$ cat src/rtl/mams_pkg.sv
// ----------------------------------------------------------------------------
// mams_pkg
// Shared types, register map and reset values for the deinterlace mode
// selector.
// ----------------------------------------------------------------------------
package mams_pkg;

   localparam int DIFF_W  = 32;
   localparam int STH_W   = 13;
   localparam int MTH_W   = 14;
   localparam int RUN_W   = 10;
   localparam int MODE_W  = 7;
   localparam int CSR_AW  = 5;
   localparam int CSR_DW  = 32;

   localparam logic [RUN_W-1:0] RUN_MAX = {RUN_W{1'b1}};

   localparam logic [STH_W-1:0]  STATIC_THR_RST  = STH_W'(15);
   localparam logic [MTH_W-1:0]  MOTION_THR_RST  = MTH_W'(900);
   localparam logic [RUN_W-1:0]  STATIC_CNT_RST  = RUN_W'(100);
   localparam logic [RUN_W-1:0]  LOW_CNT_RST     = RUN_W'(4);
   localparam logic [MODE_W-1:0] STATIC_MODE_RST = MODE_W'(0);
   localparam logic [MODE_W-1:0] LOW_MODE_RST    = MODE_W'(1);
   localparam logic [MODE_W-1:0] HIGH_MODE_RST   = MODE_W'(1);

   // register index, taken from paddr[4:2]
   typedef enum logic [2:0] {
      REG_STATIC_THR  = 3'd0,
      REG_MOTION_THR  = 3'd1,
      REG_STATIC_CNT  = 3'd2,
      REG_LOW_CNT     = 3'd3,
      REG_STATIC_MODE = 3'd4,
      REG_LOW_MODE    = 3'd5,
      REG_HIGH_MODE   = 3'd6,
      REG_UNUSED      = 3'd7
   } reg_index_type;

   typedef struct packed {
      logic [STH_W-1:0]  static_thr;
      logic [MTH_W-1:0]  motion_thr;
      logic [RUN_W-1:0]  static_cnt;
      logic [RUN_W-1:0]  low_cnt;
      logic [MODE_W-1:0] static_mode;
      logic [MODE_W-1:0] low_mode;
      logic [MODE_W-1:0] high_mode;
   } cfg_type;

   function automatic logic [RUN_W-1:0] run_bump(input logic [RUN_W-1:0] v);
      return (v == RUN_MAX) ? v : v + RUN_W'(1);
   endfunction

endpackage

$ cat src/rtl/motion_adaptive_mode_selector_core.sv
// ----------------------------------------------------------------------------
// motion_adaptive_mode_selector_core
// Picks a deinterlace mode per video field from a motion measure, with
// hysteresis over runs of static and low-motion fields.
// ----------------------------------------------------------------------------
// Usage:
//   req_*  : one beat per video field (field_diff, history_ok), valid/ready.
//   rsp_*  : one beat per field (mode_index, processed, mode_changed).
//   csr_*  : APB-style register port, register i at byte address 4*i.
//            The user must write registers only while no field is in flight;
//            the block itself does not enforce this.
// From the req beat to the rsp beat a field lands in an input register,
// the decision logic reads it together with the mode and run counters, and
// the result goes to the output register as the state updates in the same edge.
// One field per cycle unless rsp_ready stalls; the only loop is the mode/counter state.
// When rsp_ready is low the result holds in the output register, one more
// field waits in the input register, and req_ready then drops.
// Reset (synchronous, active high) restores register defaults, empties both
// stages and rearms the start-up: the first field after reset loads the
// high-motion mode, clears the counters and reports a mode change.
// ----------------------------------------------------------------------------
module motion_adaptive_mode_selector_core (
   input  logic                               clock,
   input  logic                               reset,

   input  logic                               req_valid,
   output logic                               req_ready,
   input  logic [mams_pkg::DIFF_W-1:0]        req_field_diff,
   input  logic                               req_history_ok,

   output logic                               rsp_valid,
   input  logic                               rsp_ready,
   output logic [mams_pkg::MODE_W-1:0]        rsp_mode_index,
   output logic                               rsp_processed,
   output logic                               rsp_mode_changed,

   input  logic                               csr_psel,
   input  logic                               csr_penable,
   input  logic                               csr_pwrite,
   input  logic [mams_pkg::CSR_AW-1:0]        csr_paddr,
   input  logic [mams_pkg::CSR_DW-1:0]        csr_pwdata,
   output logic [mams_pkg::CSR_DW-1:0]        csr_prdata,
   output logic                               csr_pready
);

   mams_pkg::cfg_type                   cfg_ff, cfg_in;
   mams_pkg::reg_index_type             csr_idx;
   logic                                csr_wr;

   logic                                s1_valid_ff, s1_valid_in;
   logic [mams_pkg::DIFF_W-1:0]         s1_diff_ff;
   logic                                s1_hist_ff;
   logic                                advance;

   logic                                started_ff;
   logic [mams_pkg::MODE_W-1:0]         mode_ff, mode_in;
   logic [mams_pkg::RUN_W-1:0]          static_run_ff, static_run_in;
   logic [mams_pkg::RUN_W-1:0]          low_run_ff, low_run_in;
   logic                                changed_in;
   logic [mams_pkg::MODE_W-1:0]         mode_prior;

   logic                                rsp_valid_ff, rsp_valid_in;
   logic [mams_pkg::MODE_W-1:0]         rsp_mode_ff;
   logic                                rsp_proc_ff;
   logic                                rsp_chg_ff;

   // ---------------- register port ----------------
   assign csr_pready = 1'b1;
   assign csr_idx    = mams_pkg::reg_index_type'(csr_paddr[4:2]);
   assign csr_wr     = csr_psel & csr_penable & csr_pwrite & csr_pready;

   always_comb begin
      cfg_in = cfg_ff;
      if (csr_wr) begin
         case (csr_idx)
            mams_pkg::REG_STATIC_THR:  cfg_in.static_thr  = csr_pwdata[mams_pkg::STH_W-1:0];
            mams_pkg::REG_MOTION_THR:  cfg_in.motion_thr  = csr_pwdata[mams_pkg::MTH_W-1:0];
            mams_pkg::REG_STATIC_CNT:  cfg_in.static_cnt  = csr_pwdata[mams_pkg::RUN_W-1:0];
            mams_pkg::REG_LOW_CNT:     cfg_in.low_cnt     = csr_pwdata[mams_pkg::RUN_W-1:0];
            mams_pkg::REG_STATIC_MODE: cfg_in.static_mode = csr_pwdata[mams_pkg::MODE_W-1:0];
            mams_pkg::REG_LOW_MODE:    cfg_in.low_mode    = csr_pwdata[mams_pkg::MODE_W-1:0];
            mams_pkg::REG_HIGH_MODE:   cfg_in.high_mode   = csr_pwdata[mams_pkg::MODE_W-1:0];
            default: ;
         endcase
      end
   end

   always_comb begin
      case (csr_idx)
         mams_pkg::REG_STATIC_THR:  csr_prdata = mams_pkg::CSR_DW'(cfg_ff.static_thr);
         mams_pkg::REG_MOTION_THR:  csr_prdata = mams_pkg::CSR_DW'(cfg_ff.motion_thr);
         mams_pkg::REG_STATIC_CNT:  csr_prdata = mams_pkg::CSR_DW'(cfg_ff.static_cnt);
         mams_pkg::REG_LOW_CNT:     csr_prdata = mams_pkg::CSR_DW'(cfg_ff.low_cnt);
         mams_pkg::REG_STATIC_MODE: csr_prdata = mams_pkg::CSR_DW'(cfg_ff.static_mode);
         mams_pkg::REG_LOW_MODE:    csr_prdata = mams_pkg::CSR_DW'(cfg_ff.low_mode);
         mams_pkg::REG_HIGH_MODE:   csr_prdata = mams_pkg::CSR_DW'(cfg_ff.high_mode);
         default:                   csr_prdata = '0;
      endcase
   end

   always_ff @(posedge clock) begin
      if (reset) begin
         cfg_ff.static_thr  <= mams_pkg::STATIC_THR_RST;
         cfg_ff.motion_thr  <= mams_pkg::MOTION_THR_RST;
         cfg_ff.static_cnt  <= mams_pkg::STATIC_CNT_RST;
         cfg_ff.low_cnt     <= mams_pkg::LOW_CNT_RST;
         cfg_ff.static_mode <= mams_pkg::STATIC_MODE_RST;
         cfg_ff.low_mode    <= mams_pkg::LOW_MODE_RST;
         cfg_ff.high_mode   <= mams_pkg::HIGH_MODE_RST;
      end else begin
         cfg_ff <= cfg_in;
      end
   end

   // ---------------- handshake ----------------
   // stage 1 moves to the output register when that is empty or draining
   assign advance      = s1_valid_ff & (~rsp_valid_ff | rsp_ready);
   assign req_ready    = ~s1_valid_ff | advance;
   assign s1_valid_in  = (req_valid & req_ready) | (s1_valid_ff & ~advance);
   assign rsp_valid_in = advance | (rsp_valid_ff & ~rsp_ready);

   // ---------------- mode decision ----------------
   always_comb begin
      mode_in       = mode_ff;
      static_run_in = static_run_ff;
      low_run_in    = low_run_ff;
      changed_in    = 1'b0;

      if (!started_ff) begin
         mode_in       = cfg_ff.high_mode;
         static_run_in = '0;
         low_run_in    = '0;
         changed_in    = 1'b1;
      end
      mode_prior = mode_in;

      if (s1_hist_ff) begin
         if (s1_diff_ff < mams_pkg::DIFF_W'(cfg_ff.static_thr)) begin
            static_run_in = mams_pkg::run_bump(static_run_in);
            low_run_in    = mams_pkg::run_bump(low_run_in);
            if (mode_in != cfg_ff.static_mode && static_run_in >= cfg_ff.static_cnt) begin
               mode_in = cfg_ff.static_mode;
            end else if (mode_in == cfg_ff.high_mode && low_run_in >= cfg_ff.low_cnt) begin
               mode_in = cfg_ff.low_mode;
            end
         end else if (s1_diff_ff < mams_pkg::DIFF_W'(cfg_ff.motion_thr)) begin
            low_run_in    = mams_pkg::run_bump(low_run_in);
            static_run_in = '0;
            if ((mode_in == cfg_ff.high_mode && low_run_in >= cfg_ff.low_cnt) ||
                mode_in == cfg_ff.static_mode) begin
               mode_in = cfg_ff.low_mode;
            end
         end else begin
            low_run_in    = '0;
            static_run_in = '0;
            mode_in       = cfg_ff.high_mode;
         end
         if (mode_in != mode_prior) begin
            changed_in = 1'b1;
         end
      end
   end

   // ---------------- registers ----------------
   always_ff @(posedge clock) begin
      if (reset) begin
         s1_valid_ff   <= 1'b0;
         rsp_valid_ff  <= 1'b0;
         started_ff    <= 1'b0;
         mode_ff       <= '0;
         static_run_ff <= '0;
         low_run_ff    <= '0;
      end else begin
         s1_valid_ff  <= s1_valid_in;
         rsp_valid_ff <= rsp_valid_in;
         if (advance) begin
            started_ff    <= 1'b1;
            mode_ff       <= mode_in;
            static_run_ff <= static_run_in;
            low_run_ff    <= low_run_in;
         end
      end
   end

   always_ff @(posedge clock) begin
      if (req_valid && req_ready) begin
         s1_diff_ff <= req_field_diff;
         s1_hist_ff <= req_history_ok;
      end
      if (advance) begin
         rsp_mode_ff <= mode_in;
         rsp_proc_ff <= s1_hist_ff;
         rsp_chg_ff  <= changed_in;
      end
   end

   assign rsp_valid        = rsp_valid_ff;
   assign rsp_mode_index   = rsp_mode_ff;
   assign rsp_processed    = rsp_proc_ff;
   assign rsp_mode_changed = rsp_chg_ff;

`ifndef SYNTH
   // static fields also count as low fields, so the static run never leads
   a_run_order: assert property (@(posedge clock) disable iff (reset)
      static_run_ff <= low_run_ff)
      else $error("static run exceeds low run");

   a_started_sticky: assert property (@(posedge clock) disable iff (reset)
      started_ff |=> started_ff)
      else $error("start-up flag cleared without reset");

   a_advance_fills: assert property (@(posedge clock) disable iff (reset)
      advance |=> rsp_valid_ff && started_ff)
      else $error("decided field did not reach the output register");

   a_no_overrun: assert property (@(posedge clock) disable iff (reset)
      rsp_valid_ff && !rsp_ready && s1_valid_ff |-> !req_ready)
      else $error("input accepted while both stages are full");
`endif

endmodule
$ cat config.mk
export PLATFORM = sky130hd
export DESIGN_NAME = motion_adaptive_mode_selector_core
export DESIGN_NICKNAME = d
export VERILOG_FILES = /design/src/rtl/mams_pkg.sv /design/src/rtl/motion_adaptive_mode_selector_core.sv
export SDC_FILE = /design/constraint.sdc
export NUM_CORES = 1
export LEC_CHECK = 0
export BUFFER_PORTS_ARGS = -buffer_cell sky130_fd_sc_hd__buf_2
export CORE_MARGIN = 2
export CORE_UTILIZATION = 58
export DETAILED_ROUTE_END_ITERATION = 7
export GPL_TIMING_DRIVEN = 0
export PLACE_DENSITY = 0.81
export SETUP_SLACK_MARGIN = 0.05
export SLEW_MARGIN = 20
export SYNTH_ARGS = -nofsm -noshare
export SYNTH_HDL_FRONTEND = slang
export SYNTH_SLANG_ARGS = --single-unit
$ cat constraint.sdc
create_clock -name clock -period 5.6 [get_ports clock]
set_input_delay 0.56 -clock clock [delete_from_list [all_inputs] [get_ports clock]]
set_output_delay 0.56 -clock clock [all_outputs]
set_load 0.02 [all_outputs]
; Word level (Yosys, flattened, before mapping)
; Cells that the tools add are included.
[totals]
regBits = 140
latch_bits = 0
ram_bits = 0
rom_bits = 0
input_bits = 77
out_inout_bits = 44
wordCells = 83
memories = 0
[classes]
n_addsub = 2
n_mul = 0
n_div = 0
order_cmp = 4
eq_ne = 12
shifts = 0
mux = 21
bitwise = 14
reduce_logical = 12
[ops]
columns = op, count
row1 = $pmux 14 s7, 1
row2 = $mux 10, 9
row3 = $mux 7, 8
row4 = $lt 32x13->1, 1
row5 = $lt 32x14->1, 1
row6 = $add 10x1->10 const B, 2
row7 = $eq 10x10->1 const B, 2
row8 = $ge 10x10->1, 2
row9 = $eq 7x7->1, 2
row10 = $ne 7x7->1, 2
row11 = $reduce_and 2->1, 7
row12 = $eq 3x3->1 const B, 3
row13 = $and 1x1->1, 6
row14 = $eq 3x2->1 const B, 2
row15 = $not 1->1, 4
row16 = $or 1x1->1, 4
row17 = $eq 3x1->1 const B, 1
row18 = $logic_and 1x1->1, 3
row19 = $logic_not 3->1, 1
row20 = $mux 1, 3
row21 = $logic_or 1x1->1, 1

; Depth between registers and ports, before layout
; Gate-level depths: netlist of the first run.
[depth]
depth_word = 13
depth_mapped = 23
mapped_depth_nobuf = 19

; Worst setup path after synthesis of the first run
; OpenSTA, ideal clock, no wires.
[synth_path]
path_type = reg2reg
startpoint = register started_ff
endpoint = register rsp_chg_ff (netlist: rsp_mode_changed) (data pin)
setup_ns = 0.278
arrival_time_ns = 4.745
required_ns = 5.322
path_slack_ns = 0.577
stages_incl_launch_ff = 23
path_buffers = 4
synth_period_minus_slack_ns = 5.023
path_cell_list = dfxtp_1 > buf_6 > buf_8 > clkbuf_1 > and2_1 > ha_1 > nand2_1 > nor4_1 > nand4_1 > nor2b_1 > nand3_1 > xor2_1 > nor2_1 > ha_1 > a41oi_1 > nor3_1 > o31ai_2 > buf_2 > a21oi_1 > o311a_1 > o21a_1 > nor4b_1 > a41oi_1
[synth_between]
elab_chain_cells = 13
word_cells_on_any_way = 27
classes_between = add/sub (2) / order compare (2) / eq/ne (6) / mux (14) / reduce/logical (3)
[synth_rtl]
columns = item, line
row1 = start: declaration, motion_adaptive_mode_selector_core.sv:55  ; logic started_ff;
row2 = start signal: assignment, motion_adaptive_mode_selector_core.sv:169  ; started_ff <= 1'b0;
row3 = start signal: assignment, motion_adaptive_mode_selector_core.sv:177  ; started_ff <= 1'b1;
row4 = $mux 10, motion_adaptive_mode_selector_core.sv:129  ; if (!started_ff) begin
row5 = $add 10x1->10 / $eq 10x10->1 (equally long branches), mams_pkg.sv:49  ; return (v == RUN_MAX) ? v : v + RUN_W'(1);
row6 = $mux 10, mams_pkg.sv:49
row7 = $ge 10x10->1, "motion_adaptive_mode_selector_core.sv:143, motion_adaptive_mode_selector_core.sv:149"
row8 = $logic_and 1x1->1, "motion_adaptive_mode_selector_core.sv:143, motion_adaptive_mode_selector_core.sv:149"
row9 = $logic_or 1x1->1, motion_adaptive_mode_selector_core.sv:149  ; if ((mode_in == cfg_ff.high_mode && low_run_in >= cfg_ff.low_cnt) ||
row10 = $mux 7, motion_adaptive_mode_selector_core.sv:149
row11 = $mux 7, motion_adaptive_mode_selector_core.sv:146  ; end else if (s1_diff_ff < mams_pkg::DIFF_W'(cfg_ff.motion_thr)) begin
row12 = $mux 7, motion_adaptive_mode_selector_core.sv:138  ; if (s1_diff_ff < mams_pkg::DIFF_W'(cfg_ff.static_thr)) begin
row13 = $mux 7, motion_adaptive_mode_selector_core.sv:137  ; if (s1_hist_ff) begin
row14 = $ne 7x7->1, motion_adaptive_mode_selector_core.sv:158  ; if (mode_in != mode_prior) begin
row15 = $mux 1, motion_adaptive_mode_selector_core.sv:158
row16 = $mux 1 (*), motion_adaptive_mode_selector_core.sv:137
row17 = via changed_in, motion_adaptive_mode_selector_core.sv:59  ; logic changed_in;
row18 = end signal: assignment, motion_adaptive_mode_selector_core.sv:193  ; rsp_chg_ff <= changed_in;
row19 = end: declaration, motion_adaptive_mode_selector_core.sv:65  ; logic rsp_chg_ff;
; Mark *: on every way through the listed nets, which the timed path passes. The rest lies on a longest branch. The select of a mux whose other input is x is not followed.
; A chain may end at the register's enable or synchronous reset.

; Worst setup path after layout of the first run
; Ends and elaborated chain as after synthesis.

==> out/results.ini, run 1 <==
[timing]
worst_slew_pin_slew_ps = 1070
max_freq_ghz = 0.195
min_period_over_period = 0.918
skew_ps = 9.09
holdWs_ps = 294
setup_viol_count_final = 0
finalCriticalPeriod_ps = 5140
final-max-slew-violation-count = 0
hold_viol = 0
slew_headroom = 0.279
rsz0062_at_grt = no

[logic_synthesis]
synth_area_um2 = 8030
synth-seq-cells = 140
synth_top_cells_by_count = nand2_1 (129), dfxtp_1 (98), nor2_1 (86)
synth_flop_cell = dfxtp_1
synthTopCellsByArea = dfxtp_1 (24%), edfxtp_1 (16%), ha_1 (7.3%)
synth_edf_count = 42
synthCells = 897
synth_top_area_share = 0.244
ys_seq_area_frac = 0.401
synth_top_cell_by_area = dfxtp_1
synth_cell_types = 68
yosysWarnings = 0
yosysMostFrequentCell = nand2_1
async_flop_share = 0
syn_area_per_cell_um2 = 8.95

[place]
dp.cells = 1169
gp_congestion = 0.912
dp_hpwl_um = 15800
place_area_um2 = 8720
port_buffers = 78

[floorplan]
dieHeight_um = 122
die_w_um = 122
row_count = 42
start_util = 0.599
fp.coreArea_um2 = 13400
dieArea_um2 = 14800
num_io_pins = 121

[clock_tree]
cts_made_buffers = 17
clock_path_buffers = 2
cts.clk_slew.worst_paths_ps = 70
cts_tree = built
htreeDepth = 4
clock-sinks = 140
clockRootBuffer = clkbuf_16
clk_latency_ps = 440

[setup_path]
reg2reg_depth = 21
cp_data_required_time_ps = 5770
critPathMaxStageDelay_ps = 570
crit_slowest_cell = nor3_1
crit_chain = buf_6 > buf_8 > and2_1 > ha_1 > nand2_1 > nor4_4 > nand4_1 > nor2b_1 > nand3_1 > xor2_1 > nor2_1 > ha_1 > a41oi_1 > nor3_1 > o31ai_4 > clkbuf_4 > a21oi_1 > o311ai_1 > and3b_1 > nor4b_1 > a41oi_1
cp_max_fo = 19
r2r_setup_slack_ps = 460
arrival_ps = 5310
r2r_start = started_ff
regToRegEndpoint = rsp_mode_changed
critPathCaptureType = register
worst_setup_path_start_kind = register
worstSetupPathType = reg -> reg

[finish]
multi_input_area_um2 = 4360
finalNetCount = 1137
layout-drive-gt1-share = 0.170
final_area_um2 = 9320
antennaDiodeCount = 0
final_cells = 1202
synthToLayoutAreaGrowth_pct = 16.0
seq_area_um2 = 3220
n_fill_cell = 1057

[grt]
gr-total-overflow = 0
grt_pass1_wl_um = 34000
grt_max_degree = 33
grt_pass1_vias = 6890
grt_usage = 0.300
antenna_found_initial = 0

[route]
drt_iter0_drc = 696
viasPerCell = 5.99
drc = 0
vias = 7196
first_pass_iters = 5
wl_um = 21500
ant_nets = 0
routedWlPerCell_um = 17.9

[power_and_ir_drop]
powerDensity_nw_per_um2 = 259
ir_drop_mv = 0.336
power.static_leakage_uw = 0.00382

[min_path]
holdPathEnd = s1_diff_ff[9]
hold_start = req_field_diff[9]
hp-class = in -> reg
min_path_cells = 1

[outcome]
status = complete, no violations

[run]
cap_violations = 0

-- logic make-up after synthesis --
family / synth area share
AND/OR/NAND/NOR: 0.180
AO/OA/AOI/OAI: 0.156
flip-flops: 0.401
buffers and inverters: 0.0672
multiplexers: 0.0938
adder cells (fa/ha/maj): 0.0732
XOR/XNOR: 0.0284
other: 0.000935
-- where the power goes --
part | leakage, uW | total (uW) | internal (uW) | switching, uW
clock network | 0.000273 | 1070 | 583 | 492
registers | 0.00120 | 1090 | 1070 | 17.5
logic | 0.00235 | 242 | 93.5 | 149
total | 0.00382 | 2410 | 1750 | 658
-- stage by stage --
stage	util	total power (uW)	worst slack (ps)	setup TNS (ps)
floorplan	-	1270	577	0
global placement	0.649	1340	-300	-530
detailed placement	0.651	1350	-409	-1090
CTS	0.695	2410	92.9	0
global route	0.695	2470	108	0
finish	0.695	2410	459	0
-- how the worst max path moves through the flow --
stage,start,to,slack [ps],depth (start not counted)
2_1_floorplan,started_ff,rsp_mode_changed,580,22
3_3_place_gp,started_ff,rsp_mode_changed,-300,22
3_5_place_dp,started_ff,rsp_mode_changed,-410,22
4_1_cts,started_ff,rsp_mode_changed,90,22
5_1_grt,started_ff,rsp_mode_changed,110,21
6_report,started_ff,rsp_mode_changed,460,21
-- sequential cells by signal, summed over array words and instances (netlist names), 7 cells and up --
register	count
mode_ff	7
low_run_ff	10
s1_diff_ff	32
cfg_ff	68
rsp_mode_index	7
static_run_ff	10
-- critical path: cells and delay by family, from the launching register on --
kind / cells / cell delay, ps
compound gates: 5 / 760
xor+xnor: 1 / 140
fa+ha+maj: 2 / 560
buf+inv: 3 / 580
flops: 1 / 320
simple gates: 10 / 2480
-- placed cells by master, fill, tap and decap left out, types with 19 or more instances in the layout --
cell / count
conb_1: 19
nand2_1: 129
mux2i_1: 37
o21ai_0: 26
inv_1: 55
dfxtp_1: 98
a21oi_1: 67
edfxtp_1: 42
ha_1: 47
nor2_1: 86
buf_4: 21
buf_2: 79
clkbuf_1: 31
-- routing by layer --
| layer | share of wire | GRT usage |
|---|---|---|
| met5 | 0 | 0 |
| met4 | 0.034 | 0.130 |
| met3 | 0.084 | 0.0660 |
| met2 | 0.49 | 0.519 |
| met1 | 0.39 | 0.360 |
-- area by class of cell --
type,instances,share of cell area
well taps,176,0.0236
clock buffers,17,0.0457
multi-input cells,657,0.467
inverters,55,0.0222
repair buffers,81,0.0457
clock inverters,15,0.0138
plain buffers,61,0.0356
flip-flops and latches,140,0.346
-- repair_timing --
item	in CTS	in global routing
endpoints found under the setup margin	13	8
hold buffers	0	0
resized for setup	2	2
pin swaps	1	0
setup buffers	2	0
Note: power is estimated with default switching activity, not from simulation.
==> inputs of run 2 (changes only) <==
- ABC_AREA: not set -> 1
==> run 2 against run 1 <==
  * Final area is 0.67% higher
  * Sequential power hardly changed
  * Count of clock-buffer cells in the layout is 3 higher
  * Combinational power is 28% higher
  * Highest routed layer unchanged
  * Critical path depth is 9 higher
  * The run now ends with design-rule violations left
==> out/results.ini, run 2 <==
[outcome]
status = finished with violations
violations = design-rule violations

[power_and_ir_drop]
ir_drop_mv = 0.267  ; -21%
powerDensity_nw_per_um2 = 269  ; +4.2%
power.static_leakage_uw = 0.00428  ; +12%

[logic_synthesis]
synth_area_um2 = 8110  ; +1.0%
synth-xor-area-share = 0.0160  ; -0.0123
yosysWarnings = 0  ; unchanged
synth_simple_gate_area_share = 0.216  ; +0.0365
syn_area_per_cell_um2 = 7.45  ; -17%
synth_fa_ha_area_frac = 0.0725  ; -0.000734
synth_compound_area_frac = 0.186  ; +0.0308
synth_top_cell_by_area = dfxtp_1
synth_top_family_by_area = simple AND/OR/NAND/NOR gates
synth_flop_cell = dfxtp_1
muxShareOfSynthArea = 0  ; -0.0938
synth_edf_count = 42  ; unchanged
synthCells = 1089  ; +21%
synthTopCellsByArea = dfxtp_1 (24%), edfxtp_1 (16%), nand2_1 (11%)
async_flop_share = 0  ; unchanged
synth_top_area_share = 0.242  ; -0.00245
synth_top_cells_by_count = nand2_1 (232), inv_1 (151), a21oi_1 (118)
synth_cell_types = 46  ; -32%
synth-seq-cells = 140  ; unchanged
ys_seq_area_frac = 0.397  ; -0.00403
yosysMostFrequentCell = nand2_1

[setup_path]
path_common_cell = nand2_1
critPathMaxStageDelay_ps = 430  ; -140 ps
cp_data_required_time_ps = 5780  ; about the same
arrival_ps = 5220  ; -90 ps
worst_setup_path_start_kind = register
r2r_setup_slack_ps = 560  ; +100 ps
regToRegEndpoint = rsp_mode_changed
reg2reg_depth = 30  ; +43%
crit_slowest_cell = dfxtp_1
critPathCaptureType = register
r2r_start = started_ff
worstSetupPathType = reg -> reg
cp_max_fo = 19  ; unchanged

[min_path]
hp-class = in -> reg
hold_start = req_field_diff[10]
min_path_cells = 1  ; unchanged
holdPathEnd = s1_diff_ff[10]

[place]
place_area_um2 = 8800  ; +0.86%
dpl_worst_slack_ps = 296  ; +704 ps
dp_hpwl_um = 16900  ; +6.7%
port_buffers = 80  ; +2.6%
dp.cells = 1366  ; +17%
gp_congestion = 0.971  ; +6.4%

[floorplan]
fp.coreArea_um2 = 13800  ; +2.8%
dieArea_um2 = 14900  ; +0.98%
row_count = 43  ; +2.4%
start_util = 0.589  ; -0.0103
die_w_um = 122  ; +0.49%
dieHeight_um = 122  ; +0.49%
num_io_pins = 121  ; unchanged

[grt]
antenna_found_initial = 0  ; unchanged
gr-total-overflow = 0  ; unchanged
grt_pass1_vias = 7647  ; +11%
grt_usage = 0.322  ; +0.0216
grt_max_degree = 34  ; +3.0%
grt_pass1_wl_um = 37000  ; +9.0%

[finish]
reg_top3 = cfg_ff: 68 flops, s1_diff_ff: 32 flops
final_cell_mix = nand2_1 (232), inv_1 (150), a21oi_1 (118), dfxtp_1 (98), o21ai_0 (87)
finalNetCount = 1328  ; +17%
final_area_um2 = 9380  ; +0.67%
largest_reg_flops = 68  ; unchanged
layout-drive-gt1-share = 0.133  ; -0.0365
n_fill_cell = 1187  ; +12%
final_cells = 1397  ; +16%
layout_commonest_cell = nand2_1
synthToLayoutAreaGrowth_pct = 15.6
antennaDiodeCount = 0  ; unchanged
top_register = cfg_ff

[route]
routedWlPerCell_um = 16.4  ; -8.1%
viasPerCell = 5.75  ; -3.9%
wl_met2_um = 10700  ; +1.7%
wl_met1_um = 9150  ; +7.8%
drt_iter0_drc = 777  ; +12%
drc = 1  ; +1
highest-signal-layer = met4
vias = 8035  ; +12%
first_pass_iters = 8  ; +3
ant_nets = 0  ; unchanged
wl_um = 23000  ; +6.8%
met3_length_um = 1990  ; +10%

[clock_tree]
htreeDepth = 4  ; unchanged
cts_made_buffers = 17  ; unchanged
post-cts-setup-buffers = 0  ; -2
clock-sinks = 140  ; unchanged
clock_path_buffers = 2  ; unchanged
hold_buffers = 0  ; unchanged
cts.clk_slew.worst_paths_ps = 60  ; about the same
ctsResizeCount = 0  ; -2
cts_tree = built
clk_latency_ps = 430  ; about the same
clockRootBuffer = clkbuf_16

[timing]
holdWs_ps = 297  ; +2.55 ps
worst_slew_pin_slew_ps = 952  ; -118 ps
hold_viol = 0  ; unchanged
rsz0062_at_grt = no
setup_viol_count_final = 0  ; unchanged
slew_headroom = 0.365  ; +0.0862
max_freq_ghz = 0.199  ; +2.1%
min_period_over_period = 0.899  ; -0.0187
fin_ws_ps = 564  ; +105 ps
final-max-slew-violation-count = 0  ; unchanged
tns_ps = 0  ; unchanged
finalCriticalPeriod_ps = 5040  ; -105 ps
skew_ps = 7.02  ; -2.07 ps

[run]
cap_violations = 0  ; unchanged

run 2: layer usage:
layer | track usage | vias to the layer above
met5 | 0 | -
met4 | 0.188 | 0
met3 | 0.0655 | 101
met2 | 0.526 | 420
met1 | 0.393 | 3660
li1 | - | 3854
run 2: worst max-delay path by stage:
stage | startpoint | endpoint | slack, ps | cells after the start
floorplan | started_ff | rsp_mode_changed | 1490 | 30
global placement | started_ff | rsp_mode_changed | 330 | 32
detailed placement | started_ff | rsp_mode_changed | 300 | 32
CTS | started_ff | rsp_mode_changed | 280 | 32
global route | started_ff | rsp_mode_changed | 280 | 32
finish | started_ff | rsp_mode_changed | 560 | 30
run 2: cell families (layout without fill, tap and decap cells):
kind of cell,Yosys count,in the layout
AO/OA/AOI/OAI,270,270
XOR/XNOR,14,14
adder cells (fa/ha/maj),47,47
buffers and inverters,208,319
flip-flops,140,140
other,2,19
AND/OR/NAND/NOR,408,408
run 2: where the power goes:
part           switching, uW  internal (uW)
logic                    205            104
registers               21.4           1080
clock network            463            650
run 2: worst max-delay path: cells and delay by family, from the launching register on:
family	cells	cell delay [ps]
AOI/OAI and AO/OA	3	590
adders and majority gates	2	530
buffers and inverters	6	880
DFF	1	430
and+or+nand+nor	19	2350
run 2: final cells by class:
type | instances | area, um2 | area share
inverter | 156 | 586 | 0.0624
sequential | 140 | 3220 | 0.344
clock inverter | 12 | 124 | 0.0132
buffer | 51 | 309 | 0.0330
timing repair buffer | 80 | 400 | 0.0427
clock buffer | 20 | 459 | 0.0490
multi-input combinational | 758 | 4050 | 0.432
tap | 180 | 225 | 0.0240
run 2: stage by stage:
step | utilization | total power, uW
2_1_floorplan | - | 1330
3_3_place_gp | 0.639 | 1420
3_5_place_dp | 0.639 | 1430
4_1_cts | 0.681 | 2520
5_1_grt | 0.681 | 2620
6_report | 0.681 | 2530
